--- config.mk ---
export PLATFORM = sky130hd
export DESIGN_NAME = afr_seq
export DESIGN_NICKNAME = d
export VERILOG_FILES = /design/src/hdl/afr_pkg.sv /design/src/hdl/afr_seq.sv
export VERILOG_INCLUDE_DIRS = /design/src /design/src/hdl
export SDC_FILE = /design/constraint.sdc
export NUM_CORES = 1
export LEC_CHECK = 0
export BUFFER_PORTS_ARGS = -buffer_cell sky130_fd_sc_hd__buf_2
export CAP_MARGIN = 0
export CORE_ASPECT_RATIO = 0.8
export CORE_UTILIZATION = 45
export DETAILED_ROUTE_END_ITERATION = 6
export PLACE_DENSITY = 0.66
export SYNTH_ARGS = -nofsm -noshare
export SYNTH_HDL_FRONTEND = slang
export SYNTH_SLANG_ARGS = --single-unit
--- constraint.sdc ---
create_clock -name clk -period 2.9 [get_ports clk]
set_input_delay 0.435 -clock clk [delete_from_list [all_inputs] [get_ports clk]]
set_output_delay 0.435 -clock clk [all_outputs]
set_load 0.02 [all_outputs]
--- src/hdl/audio_fractional_resampler_macros.svh ---
// assertion macros shared by the resampler rtl
`ifndef AUDIO_FRACTIONAL_RESAMPLER_MACROS_SVH
`define AUDIO_FRACTIONAL_RESAMPLER_MACROS_SVH
`ifndef SYNTHESIS
// same-cycle implication, disabled while in reset
`define AFR_ASSERT_IMPL(LBL, CLK, RSTN, ANT, CON) \
  LBL: assert property (@(posedge CLK) disable iff (!RSTN) (ANT) |-> (CON)) \
    else $error("resampler assertion failed");
// next-cycle implication, disabled while in reset
`define AFR_ASSERT_NEXT(LBL, CLK, RSTN, ANT, CON) \
  LBL: assert property (@(posedge CLK) disable iff (!RSTN) (ANT) |=> (CON)) \
    else $error("resampler assertion failed");
`else
`define AFR_ASSERT_IMPL(LBL, CLK, RSTN, ANT, CON)
`define AFR_ASSERT_NEXT(LBL, CLK, RSTN, ANT, CON)
`endif
`endif

--- src/hdl/afr_pkg.sv ---
// shared types and constants of the fractional resampler
package afr_pkg;

  localparam int DEF_SAMPLE_BITS = 24;
  localparam int DEF_PHASE_BITS  = 16;
  localparam int WINDOW_TAPS     = 4;
  localparam int MAX_OUT         = 16;

  // lowpass taps in q.20
  localparam int COEF_FRAC = 20;
  localparam int GUARD     = 4;
  localparam int COEF_BITS = 20;
  localparam logic [COEF_BITS-1:0] NARROW_K0 = 20'd213631;
  localparam logic [COEF_BITS-1:0] NARROW_K1 = 20'd621386;
  localparam logic [COEF_BITS-1:0] WIDE_K0   = 20'd258473;
  localparam logic [COEF_BITS-1:0] WIDE_K1   = 20'd531628;

  // multiplier operand selection
  typedef enum logic [3:0] {
    MUL_NONE,
    MUL_K0P0,
    MUL_K1P1,
    MUL_K0P2,
    MUL_K0P1,
    MUL_K1P2,
    MUL_K0P3,
    MUL_CF,
    MUL_VF
  } mul_sel_t;

  // what the registered product feeds
  typedef enum logic [2:0] {
    USE_NONE,
    USE_S_LOAD,
    USE_S_ADD,
    USE_G0,
    USE_G1,
    USE_V_B,
    USE_V_A,
    USE_V_P1
  } use_sel_t;

  typedef struct packed {
    mul_sel_t mul_sel;
    use_sel_t use_sel;
    logic     setup_cubic;
    logic     latch;
    logic     shift_in;
    logic     shift_new;
    logic     cubic;
    logic     wide;
  } ctrl_t;

  typedef struct packed {
    logic go;
    logic last;
  } emit_t;

endpackage

--- src/hdl/afr_seq.sv ---
// sequencer: ratio register, phase and skip tracking, lane microprogram
`include "audio_fractional_resampler_macros.svh"

module afr_seq #(
  parameter int PHASE_BITS = afr_pkg::DEF_PHASE_BITS
) (
  input  logic                  clk,
  input  logic                  rst_n,
  input  logic                  in_valid,
  output logic                  in_stall,
  input  logic                  cfg_valid,
  output logic                  cfg_ready,
  input  logic [PHASE_BITS+1:0] cfg_delta_ratio,
  input  logic                  out_free,
  output afr_pkg::ctrl_t        ctrl,
  output afr_pkg::emit_t        emit,
  output logic [PHASE_BITS-1:0] phase
);

  localparam int P      = PHASE_BITS;
  localparam int DW     = P + 2;
  localparam int CNT_W  = $clog2(afr_pkg::MAX_OUT);
  localparam int STEP_W = 3;

  localparam logic [DW-1:0] RATIO_ONE = DW'(1) << P;
  localparam logic [DW-1:0] CUBIC_LIM = DW'(5) << (P - 2);
  localparam logic [DW-1:0] WIDE_LIM  = DW'(2) << P;

  // index of the last word a single input may cause
  localparam logic [CNT_W-1:0] CNT_CAP = CNT_W'(afr_pkg::MAX_OUT - 1);

  localparam logic [STEP_W-1:0] SETUP_LAST_CUBIC = 3'd0;
  localparam logic [STEP_W-1:0] SETUP_LAST_FILT  = 3'd7;
  localparam logic [STEP_W-1:0] CALC_LAST_CUBIC  = 3'd5;
  localparam logic [STEP_W-1:0] CALC_LAST_FILT   = 3'd1;

  typedef enum logic [1:0] {
    ST_IDLE,
    ST_SETUP,
    ST_CALC,
    ST_EMIT
  } state_t;

  state_t              state_r, state_nxt;
  logic [DW-1:0]       delta_r;
  logic [P-1:0]        phase_r, phase_nxt;
  logic [2:0]          skip_r, skip_nxt;
  logic [CNT_W-1:0]    cnt_r, cnt_nxt;
  logic [STEP_W-1:0]   step_r, step_nxt;

  logic                mode_cubic, mode_wide;
  logic [DW:0]         sum;
  logic [2:0]          carry;
  logic                run_last;
  logic [STEP_W-1:0]   setup_last, calc_last;

  assign mode_cubic = delta_r < CUBIC_LIM;
  assign mode_wide  = delta_r >= WIDE_LIM;
  assign setup_last = mode_cubic ? SETUP_LAST_CUBIC : SETUP_LAST_FILT;
  assign calc_last  = mode_cubic ? CALC_LAST_CUBIC : CALC_LAST_FILT;

  assign sum      = {{(DW+1-P){1'b0}}, phase_r} + {1'b0, delta_r};
  assign carry    = sum[P +: 3];
  assign run_last = (carry != 3'd0) || (cnt_r == CNT_CAP);

  assign in_stall  = (state_r != ST_IDLE);
  assign cfg_ready = (state_r == ST_IDLE);
  assign phase     = phase_r;

  always_comb begin
    state_nxt = state_r;
    phase_nxt = phase_r;
    skip_nxt  = skip_r;
    cnt_nxt   = cnt_r;
    step_nxt  = step_r;

    ctrl.mul_sel     = afr_pkg::MUL_NONE;
    ctrl.use_sel     = afr_pkg::USE_NONE;
    ctrl.setup_cubic = 1'b0;
    ctrl.latch       = 1'b0;
    ctrl.shift_in    = 1'b0;
    ctrl.shift_new   = 1'b0;
    ctrl.cubic       = mode_cubic;
    ctrl.wide        = mode_wide;
    emit.go          = 1'b0;
    emit.last        = run_last;

    case (state_r)
      ST_IDLE: begin
        if (in_valid) begin
          if (skip_r != 3'd0) begin
            // pending skip: sample goes straight into the window
            ctrl.shift_in = 1'b1;
            skip_nxt      = skip_r - 3'd1;
          end else begin
            ctrl.latch = 1'b1;
            cnt_nxt    = '0;
            step_nxt   = '0;
            state_nxt  = ST_SETUP;
          end
        end
      end

      ST_SETUP: begin
        if (mode_cubic) begin
          ctrl.setup_cubic = 1'b1;
        end else begin
          // two 3-tap sums through one multiplier, then guard rounding
          case (step_r)
            3'd0: ctrl.mul_sel = afr_pkg::MUL_K0P0;
            3'd1: begin
              ctrl.mul_sel = afr_pkg::MUL_K1P1;
              ctrl.use_sel = afr_pkg::USE_S_LOAD;
            end
            3'd2: begin
              ctrl.mul_sel = afr_pkg::MUL_K0P2;
              ctrl.use_sel = afr_pkg::USE_S_ADD;
            end
            3'd3: begin
              ctrl.mul_sel = afr_pkg::MUL_K0P1;
              ctrl.use_sel = afr_pkg::USE_S_ADD;
            end
            3'd4: begin
              ctrl.mul_sel = afr_pkg::MUL_K1P2;
              ctrl.use_sel = afr_pkg::USE_G0;
            end
            3'd5: begin
              ctrl.mul_sel = afr_pkg::MUL_K0P3;
              ctrl.use_sel = afr_pkg::USE_S_ADD;
            end
            3'd6: ctrl.use_sel = afr_pkg::USE_S_ADD;
            3'd7: ctrl.use_sel = afr_pkg::USE_G1;
            default: begin end
          endcase
        end
        if (step_r == setup_last) begin
          step_nxt  = '0;
          state_nxt = ST_CALC;
        end else begin
          step_nxt = step_r + STEP_W'(1);
        end
      end

      ST_CALC: begin
        if (mode_cubic) begin
          // horner: multiply, then round and add the next coefficient
          case (step_r)
            3'd0: ctrl.mul_sel = afr_pkg::MUL_CF;
            3'd1: ctrl.use_sel = afr_pkg::USE_V_B;
            3'd2: ctrl.mul_sel = afr_pkg::MUL_VF;
            3'd3: ctrl.use_sel = afr_pkg::USE_V_A;
            3'd4: ctrl.mul_sel = afr_pkg::MUL_VF;
            3'd5: ctrl.use_sel = afr_pkg::USE_V_P1;
            default: begin end
          endcase
        end else begin
          case (step_r)
            3'd0: ctrl.mul_sel = afr_pkg::MUL_CF;
            3'd1: ctrl.use_sel = afr_pkg::USE_V_A;
            default: begin end
          endcase
        end
        if (step_r == calc_last) begin
          step_nxt  = '0;
          state_nxt = ST_EMIT;
        end else begin
          step_nxt = step_r + STEP_W'(1);
        end
      end

      ST_EMIT: begin
        if (out_free) begin
          emit.go   = 1'b1;
          phase_nxt = sum[P-1:0];
          if (run_last) begin
            ctrl.shift_new = 1'b1;
            skip_nxt       = (carry != 3'd0) ? carry - 3'd1 : 3'd0;
            state_nxt      = ST_IDLE;
          end else begin
            cnt_nxt   = cnt_r + CNT_W'(1);
            state_nxt = ST_CALC;
          end
        end
      end

      default: state_nxt = ST_IDLE;
    endcase
  end

  always_ff @(posedge clk) begin
    if (!rst_n) begin
      state_r <= ST_IDLE;
      delta_r <= RATIO_ONE;
      phase_r <= '0;
      skip_r  <= '0;
      cnt_r   <= '0;
      step_r  <= '0;
    end else begin
      state_r <= state_nxt;
      phase_r <= phase_nxt;
      skip_r  <= skip_nxt;
      cnt_r   <= cnt_nxt;
      step_r  <= step_nxt;
      if (cfg_valid && cfg_ready) begin
        delta_r <= cfg_delta_ratio;
      end
    end
  end

  `AFR_ASSERT_IMPL(a_busy_no_skip, clk, rst_n, state_r != ST_IDLE, skip_r == 3'd0)
  `AFR_ASSERT_IMPL(a_cap_ends_run, clk, rst_n, emit.go && cnt_r == CNT_CAP, emit.last)
  `AFR_ASSERT_IMPL(a_emit_free, clk, rst_n, emit.go, out_free && state_r == ST_EMIT)
  `AFR_ASSERT_NEXT(a_last_to_idle, clk, rst_n, emit.go && emit.last, state_r == ST_IDLE)
  `AFR_ASSERT_NEXT(a_phase_holds, clk, rst_n, state_r != ST_EMIT, $stable(phase_r))

endmodule

Word-level counts from Yosys, hierarchy flattened --
Cells that the tools add are included.
Operators by class: equal/unequal tests 21, reductions and logical operators 16, $add $sub $neg 5, mux-type cells 45, order comparisons 2
Operators by type and width (count):
- 3-bit two-way mux | 13
- 16-bit by 18-bit adder with 19-bit output | 1
- 18-bit greater-or-equal comparator, second input constant | 1
- 18-bit by 17-bit < comparator with 1-bit output, second input constant | 1
- 3-bit one-hot mux with 3 select lines | 2
- 3-bit one-hot mux with 6 select lines | 1
- 2-bit two-way mux | 8
- 4-bit two-way mux | 4
- 4-bit one-hot mux with 2 select lines | 2
- 5-bit AND reduction | 3
- 2-bit inequality test, second input constant | 7
- 7-bit one-hot mux with 2 select lines | 1
- 3-bit equality test, second input constant | 4
- 3-bit one-hot mux with 4 select lines | 1
- 1-bit two-way mux | 9
- 3-bit nonzero test | 3
- 2-bit one-hot mux with 4 select lines | 1
- 7-bit two-way mux | 1
- 3-bit by 2-bit equality test with 1-bit output, second input constant | 2
- 3-bit equality test | 2
- 6-bit two-way mux | 1
- 3-bit one-hot mux with 2 select lines | 1
- 3-bit by 1-bit subtractor with 3-bit output, second input constant | 2
- 4-bit by 1-bit adder with 4-bit output, second input constant | 1
- 15 further kinds | 17
Storage, ports and cells: input port bits 23, logic and storage cells 95, register bits 46, output and inout port bits 33

Depth between registers and ports, before layout --
word-level depth 6, depth in mapped cells 10, gate-level depth less buffers 9

Worst setup path before layout --
Ideal clock, no wire load.
kind register to output, start point reg phase_r[0] (netlist: phase[0]), end point out ctrl[2] (netlist bit), setup slack 0.021 ns, cell stages (with the launch flop) 9, data arrival time 2.444 ns, data required time 2.465 ns, cells stage by stage dfxtp_1 -> ha_1 -> fa_1 -> a211o_1 -> a211o_1 -> nand3_1 -> nand2_1 -> a31o_2 -> a21oi_1
RTL lines:
- start, declared | RTL line afr_seq.sv:46 | logic [P-1:0] phase_r, phase_nxt;
- start signal, assigned | RTL line afr_seq.sv:200 | phase_r <= phase_nxt;
- end, declared | RTL line afr_seq.sv:15 | output afr_pkg::ctrl_t ctrl,

==> impl_metrics.ini <==
[run_status]
status = finished with violations
violations = negative setup slack

[drt]
drtIter0Drc = 134
wl_mm = 8.198
routedWlPerCell_um = 14.31
ant_nets = 0
vias = 3212
avgViaCountPerCell = 5.606
dr.pass1.iters = 5
remaining_drc_errors = 0

[synth]
yosysUniqueCellTypes = 62
synthArstFlopShare = 0
ys_seq_area_frac = 0.2822
syn_area_sq_um = 3263
ys_ff_latch = 46
yosys_warnings = 0
synth_area_leaders = dfxtp_1 (28%), ha_1 (12%), nand2_1 (9.3%)
synth_nets = 486
synth_top_area_frac = 0.2822
synth_area_leader_cell = dfxtp_1
syn_avg_cell_area_sq_um = 7.571
synth_common_cells = nand2_1 (81), a21oi_1 (54), dfxtp_1 (46)
yosysMostFrequentCell = nand2_1
synth-edff-count = 0
postSynthCellCount = 431
synth-main-ff-cell = dfxtp_1

[timing]
rsz0062_at_grt = yes
setup_tns_ns = -0.02000
min_period_ns = 2.920
fin_skew_ns = 0.007857
finalWorstSetupSlack_ns = -0.02000
fmax_mhz = 342.5
hold_viol = 0
relSlewSlack = 0.5008
setup_viol = 1
post-route-period-util = 1.007
slew_violations = 0
whs_ns = 0.3581
tightest_slew_ns = 0.7487

[clock_network]
clock_latency_ns = 0.30
clock-root-buffer = clkbuf_8
h-tree-depth = 2
clk_path_buf_depth = 2
postCtsHoldBufs = 0
cts_tree = yes
cts_sinks = 46
cts_buffers = 5
cts.reportedPaths.clkPinSlew_ns = 0.09

[grt]
track_usage = 0.2204
grtUsageMet1 = 0.3225
top_usage_layer = met2
grt_use_met2 = 0.3423
grt_pass1_vias = 2879
grt-ovfl-total = 0
grt_use_met3 = 0.03295
grt_pass1_wl_mm = 13.81
grt_antenna_before_repair = 0
grt_start_max_net_pins = 24

[critical_path]
path_max_fanout = 3
end_kind = primary output
cp_data_arrival_time_ns = 2.49
worst-setup-path-type = reg -> out
start_kind = flop
required_ns = 2.47

[floorplan]
fp-row-count = 27
fp.dieW_um = 97.21
coreArea_sq_um = 6959
io_pins = 56
initial_core_util = 0.4689
die_height_um = 78.17
die_area_sq_um = 7598

[layout]
drive_above_1_share = 0.2181
areaGrowthSynthToFinish_pct = 16.99
nets = 541
antennaDiodeCount = 0
final_cell_count_no_fill = 573

[pwr]
pwr_density_cell_nw_per_um2 = 578.2
p_leak_nw = 1.690
clkPwrFrac = 0.227
combinationalPowerShare = 0.423
vdd_ir_drop_max_uv = 191.2
switching_share = 0.4069
p_sw_uw = 898.2
seqPwrFrac = 0.350
p_int_mw = 1.309

[place]
gp_congestion = 0.8881
place_hpwl_mm = 6.073
placed_cells = 558
portBuffers = 55

[run]
maxCapViolCount = 0

[hold_path]
hold_path.class = in -> reg
[worst paths after layout]
kind | startpoint | endpoint | slack (ns) | cells after the start
min reg2reg | delta_r[10]$_SDFFE_PN0P_ | delta_r[10]$_SDFFE_PN0P_ | 0.47 | 2
max reg2reg | delta_r[0]$_SDFFE_PN0P_ | cnt_r[2]$_SDFFE_PN0P_ | 0.16 | 11
max | delta_r[0]$_SDFFE_PN0P_ | ctrl[2] | -0.02 | 9
min | cfg_delta_ratio[4] | delta_r[4]$_SDFFE_PN0P_ | 0.36 | 3
[layout by cell type, fill, tap and decap left out, drive strengths merged, types with 2 or more instances in the layout]
cell / synthesis / layout
and3: 8 / 8
o21a: 5 / 5
a21oi: 54 / 54
a31oi: 9 / 9
nand4: 5 / 5
nor2: 29 / 29
xnor2: 8 / 8
or3: 2 / 2
a31o: 2 / 2
nand2: 81 / 81
a211oi: 6 / 6
o211a: 2 / 2
o31ai: 3 / 3
a21o: 7 / 7
a21boi: 3 / 3
o22ai: 2 / 2
mux2: 2 / 2
o21ai: 22 / 22
or2: 3 / 3
inv: 23 / 23
nor4: 2 / 2
a41oi: 2 / 2
ha: 31 / 31
dfxtp: 46 / 46
and2: 4 / 4
nand3: 12 / 12
buf: 9 / 68
a22o: 2 / 2
nand3b: 3 / 3
xor2: 2 / 2
mux2i: 2 / 2
o211ai: 3 / 3
nor3: 7 / 7
clkbuf: 11 / 6
a211o: 4 / 4
[area by class of cell]
cell class / count / area [sq um]
Clock buffer: 6 / 82.58
Clock inverter: 1 / 30.03
Multi-Input combinational cell: 342 / 2203
Timing Repair Buffer: 68 / 381.6
Sequential cell: 46 / 924.6
Fill cell: 692 / 3142
Inverter: 23 / 86.33
Tap cell: 87 / 108.9
[flip-flops by register name, indices dropped and copies added, names as in the netlist]
register,count
phase,16
step_r,3
skip_r,3
cnt_r,4
state_r,2
delta_r,18
[critical path, stage by stage, from the launching register on]
cell and delay (ns):
dfxtp_2 0.34, ha_4 0.16, fa_2 0.35, a211o_1 0.28
a211o_1 0.36, nand3_2 0.10, nand2_2 0.07, a31o_4 0.25
a21oi_2 0.11, buf_4 0.15
[stage by stage]
| step | cell area, sq um | worst slack (ns) | util | power, mW |
|---|---|---|---|---|
| floorplan | 3263 | 0.02085 | - | 1.475 |
| global placement | 3557 | 0.1513 | 0.5111 | 1.671 |
| detailed placement | 3557 | 0.1081 | 0.5111 | 1.688 |
| CTS | 3786 | -0.01196 | 0.5440 | 2.202 |
| global route | 3817 | -0.08175 | 0.5485 | 2.368 |
| finish | 3817 | -0.02000 | 0.5485 | 2.207 |
[cell families after synthesis]
logic type,Yosys count,share of synthesized area
flip-flops,46,0.2822
AO/OA/AOI/OAI,135,0.2623
XOR/XNOR,10,0.02684
AND/OR/NAND/NOR,160,0.2216
buffers and inverters,43,0.06557
multiplexers,4,0.01304
adder cells (fa/ha/maj),33,0.1285
[per-layer routing]
layer | vias up | wire length, um
li1 | 1639 | -
met5 | - | 0
met4 | 0 | 68
met3 | 6 | 443
met1 | 1469 | 4153
met2 | 98 | 3533
[power groups by stage]
stage / registers [mW] / clock network, mW / logic, mW
after CTS: 0.770 / 0.507 / 0.924
after global placement: 0.780 / 0 / 0.891
final: 0.774 / 0.500 / 0.934
after global routing: 0.784 / 0.533 / 1.05
after detailed placement: 0.783 / 0 / 0.905
after floorplan: 0.764 / 0 / 0.711
[timing repair]
action	in CTS	in global routing
setup endpoints to repair	2	2
buffers inserted	7	1
gates resized for setup	16	8
pin swaps	10	4
(Power assumes the default switching activity.)
