## config.mk

```make
export PLATFORM = sky130hd
export DESIGN_NAME = afr_lane
export DESIGN_NICKNAME = d
export VERILOG_FILES = /design/src/hdl/audio_fractional_resampler_macros.svh /design/src/hdl/afr_pkg.sv /design/src/hdl/afr_lane.sv
export SDC_FILE = /design/constraint.sdc
export NUM_CORES = 2
export LEC_CHECK = 0
export CORE_MARGIN = 10
export CORE_UTILIZATION = 55
export DETAILED_ROUTE_END_ITERATION = 10
export DONT_BUFFER_PORTS = 1
export GPL_TIMING_DRIVEN = 0
export PLACE_DENSITY = 0.79
export SLEW_MARGIN = 20
export SYNTH_ARGS = -nofsm -noshare
export SYNTH_HDL_FRONTEND = slang
export SYNTH_SLANG_ARGS = --single-unit
export TNS_END_PERCENT = 10
```

## constraint.sdc

```tcl
create_clock -name clk -period 18.3 [get_ports clk]
set_input_delay 3.66 -clock clk [delete_from_list [all_inputs] [get_ports clk]]
set_output_delay 3.66 -clock clk [all_outputs]
set_load 0.05 [all_outputs]
```

## src/hdl/audio_fractional_resampler_macros.svh

```systemverilog
// assertion macros shared by the resampler rtl
`ifndef AUDIO_FRACTIONAL_RESAMPLER_MACROS_SVH
`define AUDIO_FRACTIONAL_RESAMPLER_MACROS_SVH
`ifndef SYNTHESIS
// same-cycle implication, disabled while in reset
`define AFR_ASSERT_IMPL(LBL, CLK, RSTN, ANT, CON) \
  LBL: assert property (@(posedge CLK) disable iff (!RSTN) (ANT) |-> (CON)) \
    else $error("resampler assertion failed");
// next-cycle implication, disabled while in reset
`define AFR_ASSERT_NEXT(LBL, CLK, RSTN, ANT, CON) \
  LBL: assert property (@(posedge CLK) disable iff (!RSTN) (ANT) |=> (CON)) \
    else $error("resampler assertion failed");
`else
`define AFR_ASSERT_IMPL(LBL, CLK, RSTN, ANT, CON)
`define AFR_ASSERT_NEXT(LBL, CLK, RSTN, ANT, CON)
`endif
`endif

```

## src/hdl/afr_pkg.sv

```systemverilog
// shared types and constants of the fractional resampler
package afr_pkg;

  localparam int DEF_SAMPLE_BITS = 24;
  localparam int DEF_PHASE_BITS  = 16;
  localparam int WINDOW_TAPS     = 4;
  localparam int MAX_OUT         = 16;

  // lowpass taps in q.20
  localparam int COEF_FRAC = 20;
  localparam int GUARD     = 4;
  localparam int COEF_BITS = 20;
  localparam logic [COEF_BITS-1:0] NARROW_K0 = 20'd213631;
  localparam logic [COEF_BITS-1:0] NARROW_K1 = 20'd621386;
  localparam logic [COEF_BITS-1:0] WIDE_K0   = 20'd258473;
  localparam logic [COEF_BITS-1:0] WIDE_K1   = 20'd531628;

  // multiplier operand selection
  typedef enum logic [3:0] {
    MUL_NONE,
    MUL_K0P0,
    MUL_K1P1,
    MUL_K0P2,
    MUL_K0P1,
    MUL_K1P2,
    MUL_K0P3,
    MUL_CF,
    MUL_VF
  } mul_sel_t;

  // what the registered product feeds
  typedef enum logic [2:0] {
    USE_NONE,
    USE_S_LOAD,
    USE_S_ADD,
    USE_G0,
    USE_G1,
    USE_V_B,
    USE_V_A,
    USE_V_P1
  } use_sel_t;

  typedef struct packed {
    mul_sel_t mul_sel;
    use_sel_t use_sel;
    logic     setup_cubic;
    logic     latch;
    logic     shift_in;
    logic     shift_new;
    logic     cubic;
    logic     wide;
  } ctrl_t;

  typedef struct packed {
    logic go;
    logic last;
  } emit_t;

endpackage

```

## src/hdl/afr_lane.sv

```systemverilog
// one channel lane: sample window, shared multiplier and interpolation datapath
module afr_lane #(
  parameter int SAMPLE_BITS = afr_pkg::DEF_SAMPLE_BITS,
  parameter int PHASE_BITS  = afr_pkg::DEF_PHASE_BITS
) (
  input  logic                          clk,
  input  logic                          rst_n,
  input  afr_pkg::ctrl_t                ctrl,
  input  logic [PHASE_BITS-1:0]         phase,
  input  logic signed [SAMPLE_BITS-1:0] in_sample,
  output logic signed [SAMPLE_BITS-1:0] res
);

  localparam int S    = SAMPLE_BITS;
  localparam int P    = PHASE_BITS;
  localparam int TAPS = afr_pkg::WINDOW_TAPS;
  localparam int W    = S + 6;
  localparam int KY   = afr_pkg::COEF_BITS + 1;
  localparam int YW   = (P + 1 > KY) ? P + 1 : KY;
  localparam int PW   = W + YW;
  localparam int SW   = S + 22;
  localparam int GS   = afr_pkg::COEF_FRAC - afr_pkg::GUARD;

  localparam logic signed [PW-1:0] HALF_P = PW'(1) << (P - 1);
  localparam logic signed [SW-1:0] HALF_G = SW'(1) << (GS - 1);
  localparam logic signed [W-1:0]  SAT_HI = W'({1'b0, {(S-1){1'b1}}});
  localparam logic signed [W-1:0]  SAT_LO = -SAT_HI - W'(1);
  localparam logic signed [W-1:0]  RND_C  = W'(1);
  localparam logic signed [W-1:0]  RND_F  = W'(1) << (afr_pkg::GUARD - 1);

  logic signed [S-1:0]  win_r [TAPS];
  logic signed [S-1:0]  new_r;
  logic signed [W-1:0]  ca_r, cb_r, cc_r, v_r;
  logic signed [SW-1:0] s_r;
  logic signed [PW-1:0] prod_r;

  logic signed [W-1:0]  p0, p1, p2, p3;
  logic signed [W-1:0]  ca_nxt, cb_nxt, cc_nxt;
  logic signed [W-1:0]  mx;
  logic signed [YW-1:0] my, k0_y, k1_y, f_y;
  logic signed [PW-1:0] prod_nxt, rp_full;
  logic signed [W-1:0]  rnd_w, g_w;
  logic signed [SW-1:0] gs_full;
  logic signed [W-1:0]  rv_full, rv;

  assign p0 = W'(win_r[0]);
  assign p1 = W'(win_r[1]);
  assign p2 = W'(win_r[2]);
  assign p3 = W'(win_r[3]);

  // catmull-rom polynomial coefficients
  assign ca_nxt = p2 - p0;
  assign cb_nxt = (p0 <<< 1) - ((p1 <<< 2) + p1) + (p2 <<< 2) - p3;
  assign cc_nxt = (p3 - p0) + ((p1 - p2) <<< 1) + (p1 - p2);

  assign k0_y = YW'({1'b0, ctrl.wide ? afr_pkg::WIDE_K0 : afr_pkg::NARROW_K0});
  assign k1_y = YW'({1'b0, ctrl.wide ? afr_pkg::WIDE_K1 : afr_pkg::NARROW_K1});
  assign f_y  = YW'({1'b0, phase});

  always_comb begin
    mx = '0;
    my = '0;
    case (ctrl.mul_sel)
      afr_pkg::MUL_K0P0: begin mx = p0; my = k0_y; end
      afr_pkg::MUL_K1P1: begin mx = p1; my = k1_y; end
      afr_pkg::MUL_K0P2: begin mx = p2; my = k0_y; end
      afr_pkg::MUL_K0P1: begin mx = p1; my = k0_y; end
      afr_pkg::MUL_K1P2: begin mx = p2; my = k1_y; end
      afr_pkg::MUL_K0P3: begin mx = p3; my = k0_y; end
      afr_pkg::MUL_CF:   begin mx = cc_r; my = f_y; end
      afr_pkg::MUL_VF:   begin mx = v_r; my = f_y; end
      default: begin end
    endcase
  end

  assign prod_nxt = PW'(mx) * PW'(my);

  // round half up, drop phase fraction bits
  assign rp_full = prod_r + HALF_P;
  assign rnd_w   = rp_full[P +: W];

  // filter sum down to guard bits
  assign gs_full = s_r + HALF_G;
  assign g_w     = gs_full[GS +: W];

  always_ff @(posedge clk) begin
    prod_r <= prod_nxt;
    if (ctrl.latch) begin
      new_r <= in_sample;
    end
    if (ctrl.setup_cubic) begin
      ca_r <= ca_nxt;
      cb_r <= cb_nxt;
      cc_r <= cc_nxt;
    end
    case (ctrl.use_sel)
      afr_pkg::USE_S_LOAD: s_r <= prod_r[SW-1:0];
      afr_pkg::USE_S_ADD:  s_r <= s_r + prod_r[SW-1:0];
      afr_pkg::USE_G0: begin
        ca_r <= g_w;
        s_r  <= prod_r[SW-1:0];
      end
      afr_pkg::USE_G1:     cc_r <= g_w - ca_r;
      afr_pkg::USE_V_B:    v_r <= cb_r + rnd_w;
      afr_pkg::USE_V_A:    v_r <= ca_r + rnd_w;
      afr_pkg::USE_V_P1:   v_r <= (p1 <<< 1) + rnd_w;
      default: begin end
    endcase
  end

  always_ff @(posedge clk) begin
    if (!rst_n) begin
      for (int i = 0; i < TAPS; i++) begin
        win_r[i] <= '0;
      end
    end else if (ctrl.shift_in || ctrl.shift_new) begin
      for (int i = 0; i < TAPS - 1; i++) begin
        win_r[i] <= win_r[i+1];
      end
      win_r[TAPS-1] <= ctrl.shift_in ? in_sample : new_r;
    end
  end

  // final rounding and saturation
  assign rv_full = v_r + (ctrl.cubic ? RND_C : RND_F);
  assign rv      = ctrl.cubic ? (rv_full >>> 1) : (rv_full >>> afr_pkg::GUARD);

  always_comb begin
    if (rv > SAT_HI) begin
      res = SAT_HI[S-1:0];
    end else if (rv < SAT_LO) begin
      res = SAT_LO[S-1:0];
    end else begin
      res = rv[S-1:0];
    end
  end

endmodule

```

# Word-level counts from Yosys, hierarchy flattened
# Memories as Yosys holds them, arrays and structs flattened.
# Index checks and enable logic that the tools add are counted.
# W data, S select, Z words.
# totals
ff_bits	236
ram_bits	96
inputBits	55
output_inout_bits	24
elab_cells	81
mem_count	1
# memory_table
memory	depth	width	rd	rd_ports_with_merged_regs	write_ports	line_no	source
win_r	4	24	4	0	4	afr_lane.sv:31	logic signed [S-1:0] win_r [TAPS];
# op_classes
n_addsub	17
mul	1
n_lt_le_gt_ge	2
n_eq_ne	15
muxes	23
bitwise_logic	4
n_reduce_logical	11
# op_table
cell	count
$pmux W30 S6	1
$mux W24	7
$mux W30	4
$add A46 B17 Y46 const B	2
$pmux W46 S2	1
$pmux W30 S3	1
$sub A24 B24 Y25	3
$add A30 B30 Y30	2
$pmux W20 S3	1
$add A46 B46 Y46	1
$mul A30 B21 Y46	1
$add A25 B30 Y30	1
$add A30 B5 Y30	1
$sub A29 B24 Y30	1
$sub A30 B30 Y30	1
$add A28 B26 Y29	1
$gt A29 B24 Y1 const B	1
$lt A29 B24 Y1 const B	1
$add A27 B25 Y28	1
$mux W28	1
$sub A25 B27 Y28	1
$add A25 B26 Y27	1
$add A26 B24 Y27	1
$mux W17	1
16 further kinds	36

# Depth between registers and ports, before layout
# depth
depth_word	6
ltp_mapped	33
mapped_depth_nobuf	30

# Worst setup path before layout
# Ideal clock, no wire load.
# synth_path
path_type	input -> register
from	input port ctrl[9] (netlist name)
to	register prod_r[42]
setup_time_ps	122
arrival_ps	11396
required_ps	18178
path_slack_ps	6782
stages	33
n_path_buf	4
path_cell_list	buf_2 > nor3_1 > and2_1 > or2_2 > clkbuf_1 > clkbuf_1 > a22oi_1 > clkbuf_1 > nor2_1 > fa_1 > fa_1 > inv_1 > fa_1 > inv_1 > fa_1 > inv_1 > fa_1 > inv_1 > fa_1 > inv_1 > fa_1 > inv_1 > ha_1 > a21o_1 > a21oi_1 > a2bb2oi_1 > o31ai_1 > a31oi_1 > o21ai_1 > a41oi_1 > a21boi_1 > o311a_1 > a311o_1
# synth_via
elab_chain_len	4
elab_cells_between_ends	16
classes_between	mul: 1; eq/ne: 8; mux: 2; reduce/logical: 5
# synth_rtl
element	line_no	source
start, declared	afr_lane.sv:8	input afr_pkg::ctrl_t ctrl,
$eq A4 B3 Y1, or another cell as far along	afr_lane.sv:63	case (ctrl.mul_sel)
$reduce_or A4 Y1 (no source line) or $reduce_or A2 Y1 (tied branches)	-	
$pmux W20 S3 or $pmux W30 S6 (tied branches)	afr_lane.sv:63	
$mul A30 B21 Y46 *	afr_lane.sv:76	assign prod_nxt = PW'(mx) * PW'(my);
net prod_nxt[42]	afr_lane.sv:41	logic signed [PW-1:0] prod_nxt, rp_full;
end signal, assigned	afr_lane.sv:87	prod_r <= prod_nxt;
end, declared	afr_lane.sv:35	logic signed [PW-1:0] prod_r;
# The timed path passes the listed nets; every way through them passes the cells marked *.
# A chain may end at the register's enable or synchronous reset.

# Worst setup path in the final report
# layout_path
from	input port ctrl[10] (netlist name)
to	register prod_r[45]
# Same word-level chain as after synthesis.

==> flow_metrics.py <==
metrics = {
    "outcome": {
        "outcome": "finished, final reports clean",
    },
    "grt": {
        "grt_pass1_vias": 39300,
        "antenna_found_initial": 4,
        "grt_pass1_wl_um": 232000,
        "track_usage_pct": 30.6,
        "grt_overflow_total": 0,
        "grt_start_max_net_pins": 52,
    },
    "pwr": {
        "power.share.clock_pct": 10.1,
        "peakVddDrop_mv": 0.144,
        "p_seq_share_pct": 18.3,
        "p_leak_nw": 23.4,
        "swShare_pct": 51.2,
        "intPower_w": 0.00405,
        "powerDensity_mw_per_mm2": 162,
        "pwr-share-comb_pct": 71.6,
        "switchingPower_w": 0.00426,
    },
    "logic_synthesis": {
        "syn_avg_cell_area_um2": 8.97,
        "yosys_warnings": 0,
        "synth-edff-count": 286,
        "synthFlopType": "edfxtp_1",
        "synth_seq_cells": 332,
        "synth_cell_types": 89,
        "syn_area_mm2": 0.0480,
        "ys_seq_area_share_pct": 19.8,
        "synthCells": 5354,
        "syn-num-nets": 6433,
        "synthArstFlopShare_pct": 0,
    },
    "route": {
        "route.met3.wl_um": 19900,
        "via_count": 40200,
        "wire_per_inst_um": 23.2,
        "antenna_left": 0,
        "top_layer_used": "met5",
        "drt_wl_total_um": 153000,
        "drt-initial-drc-count": 5118,
        "wl_met2_um": 65100,
        "viasPerCell": 6.10,
        "wl_met1_um": 59300,
        "drtPass1Iterations": 8,
        "drc_errors": 0,
    },
    "timing": {
        "period_minus_slack_ns": 14.00,
        "finClkSkew_ns": 0.0255,
        "rsz0062_at_grt": "no",
        "hold_viol_final": 0,
        "clock.fmax_mhz": 71.4,
        "drv_slew": 0,
        "finalSetupTns_ns": 0,
        "finalCritPeriodShare_pct": 76.5,
        "relSlewSlack_pct": 20.7,
        "setup_viol": 0,
        "tightest_slew_ns": 1.19,
    },
    "clock_network": {
        "cts_root_buffer": "clkbuf_16",
        "htree_levels": 2,
        "cts_resized": 0,
        "hold_buffers": 0,
        "tritoncts": "built",
        "cts_buffers": 39,
        "post-cts-setup-buffer-count": 0,
        "clockBufferDepth": 3,
        "numClockSinks": 332,
        "clock_latency_ns": 0.60,
        "path_clk_slew_ns": 0.06,
    },
    "die": {
        "std_cell_rows": 108,
        "ioPinCount": 79,
        "die_w_um": 316,
        "start_util_pct": 55.4,
        "die_height_um": 316,
        "design.die.area_mm2": 0.0996,
        "core_area_mm2": 0.0868,
    },
    "place": {
        "place.port_buffers": 0,
        "place_congestion": 1.05,
        "dpl.hpwl_um": 127000,
        "dp_cells": 6518,
    },
    "critical_path": {
        "max_stage_delay_ns": 0.83,
        "path_class": "primary input to flop",
        "cpMostUsedCell": "fa_1",
        "rrSetupSlack_ns": 8.88,
        "worst-r2r-cell-count": 26,
        "worstSetupEndpointType": "flop",
        "slowest_stage": "clkbuf_1",
        "cp_max_fo": 10,
        "arrival_ns": 14.48,
        "r2r-end": "prod_r[42]",
        "rr_startpoint": "win_r[3][9]",
        "path_delay_family": "adder cells",
        "required_ns": 18.78,
        "worst-path-buf-inv": 10,
        "start_kind": "primary input",
    },
    "finish": {
        "layout_commonest_cell": "inv_1",
        "layout_common_cells": "inv_1 (858), fa_1 (661), nand2_1 (649)",
        "final_nets": 6483,
        "drive_gt1_share_pct": 2.98,
        "final.fill_count": 7485,
        "syn2layout_area_growth_pct": 6.49,
        "multi_input_area_mm2": 0.0348,
        "seqCellArea_mm2": 0.00951,
        "layoutNonFillerInstCount": 6592,
    },
    "min_path": {
        "worstHoldStart": "prod_r[0]",
        "hold_path_end": "s_r[0]",
        "whs_path_depth": 2,
        "min_path_type": "flop to flop",
    },
    "run": {
        "drv_cap": 0,
    },
}
-- power groups by stage --
stage | sequential [W] | combinational (W) | clock, W
after global routing | 0.00154 | 0.00655 | 0.000866
after CTS | 0.00151 | 0.00582 | 0.000840
final | 0.00152 | 0.00595 | 0.000841
after detailed placement | 0.00152 | 0.00577 | 0
after floorplan | 0.00142 | 0.00436 | 0
after global placement | 0.00152 | 0.00558 | 0
-- worst reg2reg max path: stages, from the launching register on --
cell and delay [ns]:
edfxtp_1 0.50, a222oi_1 0.66, and4_1 0.37, clkbuf_1 0.59, nor2_1 0.18, fa_1 0.48
fa_1 0.56, inv_1 0.05, fa_1 0.47, inv_1 0.05, fa_1 0.49, inv_1 0.05
fa_1 0.52, inv_1 0.05, fa_1 0.47, inv_1 0.05, fa_1 0.47, inv_1 0.04
ha_1 0.34, nand3_1 0.14, o31ai_1 0.77, a31oi_1 0.37, o21ai_1 0.49, a41oi_1 0.27
a21boi_1 0.36, o31ai_1 0.17, a311o_1 0.34
-- layer usage --
layer  vias to the layer above  GRT usage [%]
met2                      2428           45.2
met5                         -              0
met4                         2           14.3
met1                     19600           41.2
li1                      17800              -
met3                       449           8.91
-- worst max path at each step --
| stage | from | to | slack, ns | cells past startpoint |
|---|---|---|---|---|
| 6_report | ctrl[10] | prod_r[45] | 4.30 | 31 |
| 4_1_cts | ctrl[10] | prod_r[45] | 4.65 | 31 |
| 3_5_place_dp | ctrl[10] | prod_r[45] | 4.07 | 31 |
| 3_3_place_gp | ctrl[10] | prod_r[45] | 4.31 | 31 |
| 5_1_grt | ctrl[10] | prod_r[45] | 4.11 | 31 |
| 2_1_floorplan | ctrl[9] | prod_r[42] | 6.78 | 33 |
-- cells by family (layout without fill, tap and decap cells) --
kind of cell               Yosys count  after routing  share of synthesized area, %
AOI/OAI and AO/OA                  949            949                          12.8
and+or+nand+nor                   1638           1638                          15.4
DFF                                332            332                          19.8
buffers and inverters             1042           1122                          8.19
other                                0              3                             0
xor gates and xnor gates           324            324                          5.91
adders and majority gates         1024           1024                          37.0
muxes                               45             45                         0.966
-- metrics by stage --
step / hold WS, ns / util, % / total power [W] / setup slack [ns] / area [µm²]
CTS: 0.543 / 58.9 / 0.00817 / 4.65 / 51100
detailed placement: 0.530 / 57.4 / 0.00729 / 4.07 / 49800
floorplan: 0.498 / - / 0.00579 / 6.78 / 48000
global placement: 0.519 / 57.0 / 0.00710 / 4.31 / 49500
finish: 0.534 / 59.0 / 0.00831 / 4.30 / 51200
global route: 0.569 / 59.0 / 0.00896 / 4.11 / 51200
-- area by class of cell --
type | count | area share [%]
inverters | 858 | 6.30
repair buffers | 9 | 0.303
well taps | 1155 | 2.83
diodes | 3 | 0.0147
clock inverters | 20 | 0.377
clock buffers | 51 | 2.24
multi-input cells | 3980 | 68.0
flip-flops and latches | 332 | 18.6
plain buffers | 184 | 1.40
-- cell usage after synthesis, drive strengths merged, types with 14 or more instances --
| cell | instances | area share, % |
|---|---|---|
| dfxtp | 46 | 1.9 |
| a31oi | 27 | 0.35 |
| xnor2 | 197 | 3.6 |
| a21o | 112 | 1.8 |
| xor2 | 127 | 2.3 |
| edfxtp | 286 | 18 |
| ha | 363 | 9.5 |
| nor3 | 59 | 0.61 |
| fa | 661 | 28 |
| o21bai | 30 | 0.47 |
| and2 | 62 | 0.81 |
| nand2b | 47 | 0.61 |
| o21a | 43 | 0.67 |
| or3 | 22 | 0.29 |
| o21ai | 221 | 2.3 |
| a211oi | 32 | 0.51 |
| inv | 858 | 6.7 |
| nor2 | 497 | 3.9 |
| a21oi | 275 | 2.9 |
| mux2i | 34 | 0.71 |
| and4 | 35 | 0.64 |
| a21boi | 14 | 0.22 |
| buf | 17 | 0.18 |
| clkbuf | 167 | 1.3 |
| nand3 | 82 | 0.85 |
| a222oi | 26 | 0.54 |
| nor2b | 39 | 0.51 |
| and3 | 37 | 0.48 |
| o211ai | 21 | 0.33 |
| nand4 | 47 | 0.61 |
| o31ai | 25 | 0.39 |
| nand2 | 651 | 5.1 |
-- registers in the layout, summed over array words and instances, names as in the netlist --
register,cells
cb_r,30
ca_r,30
new_r,24
s_r,46
prod_r,46
win_r,96
cc_r,30
v_r,30
(Power assumes the default switching activity.)
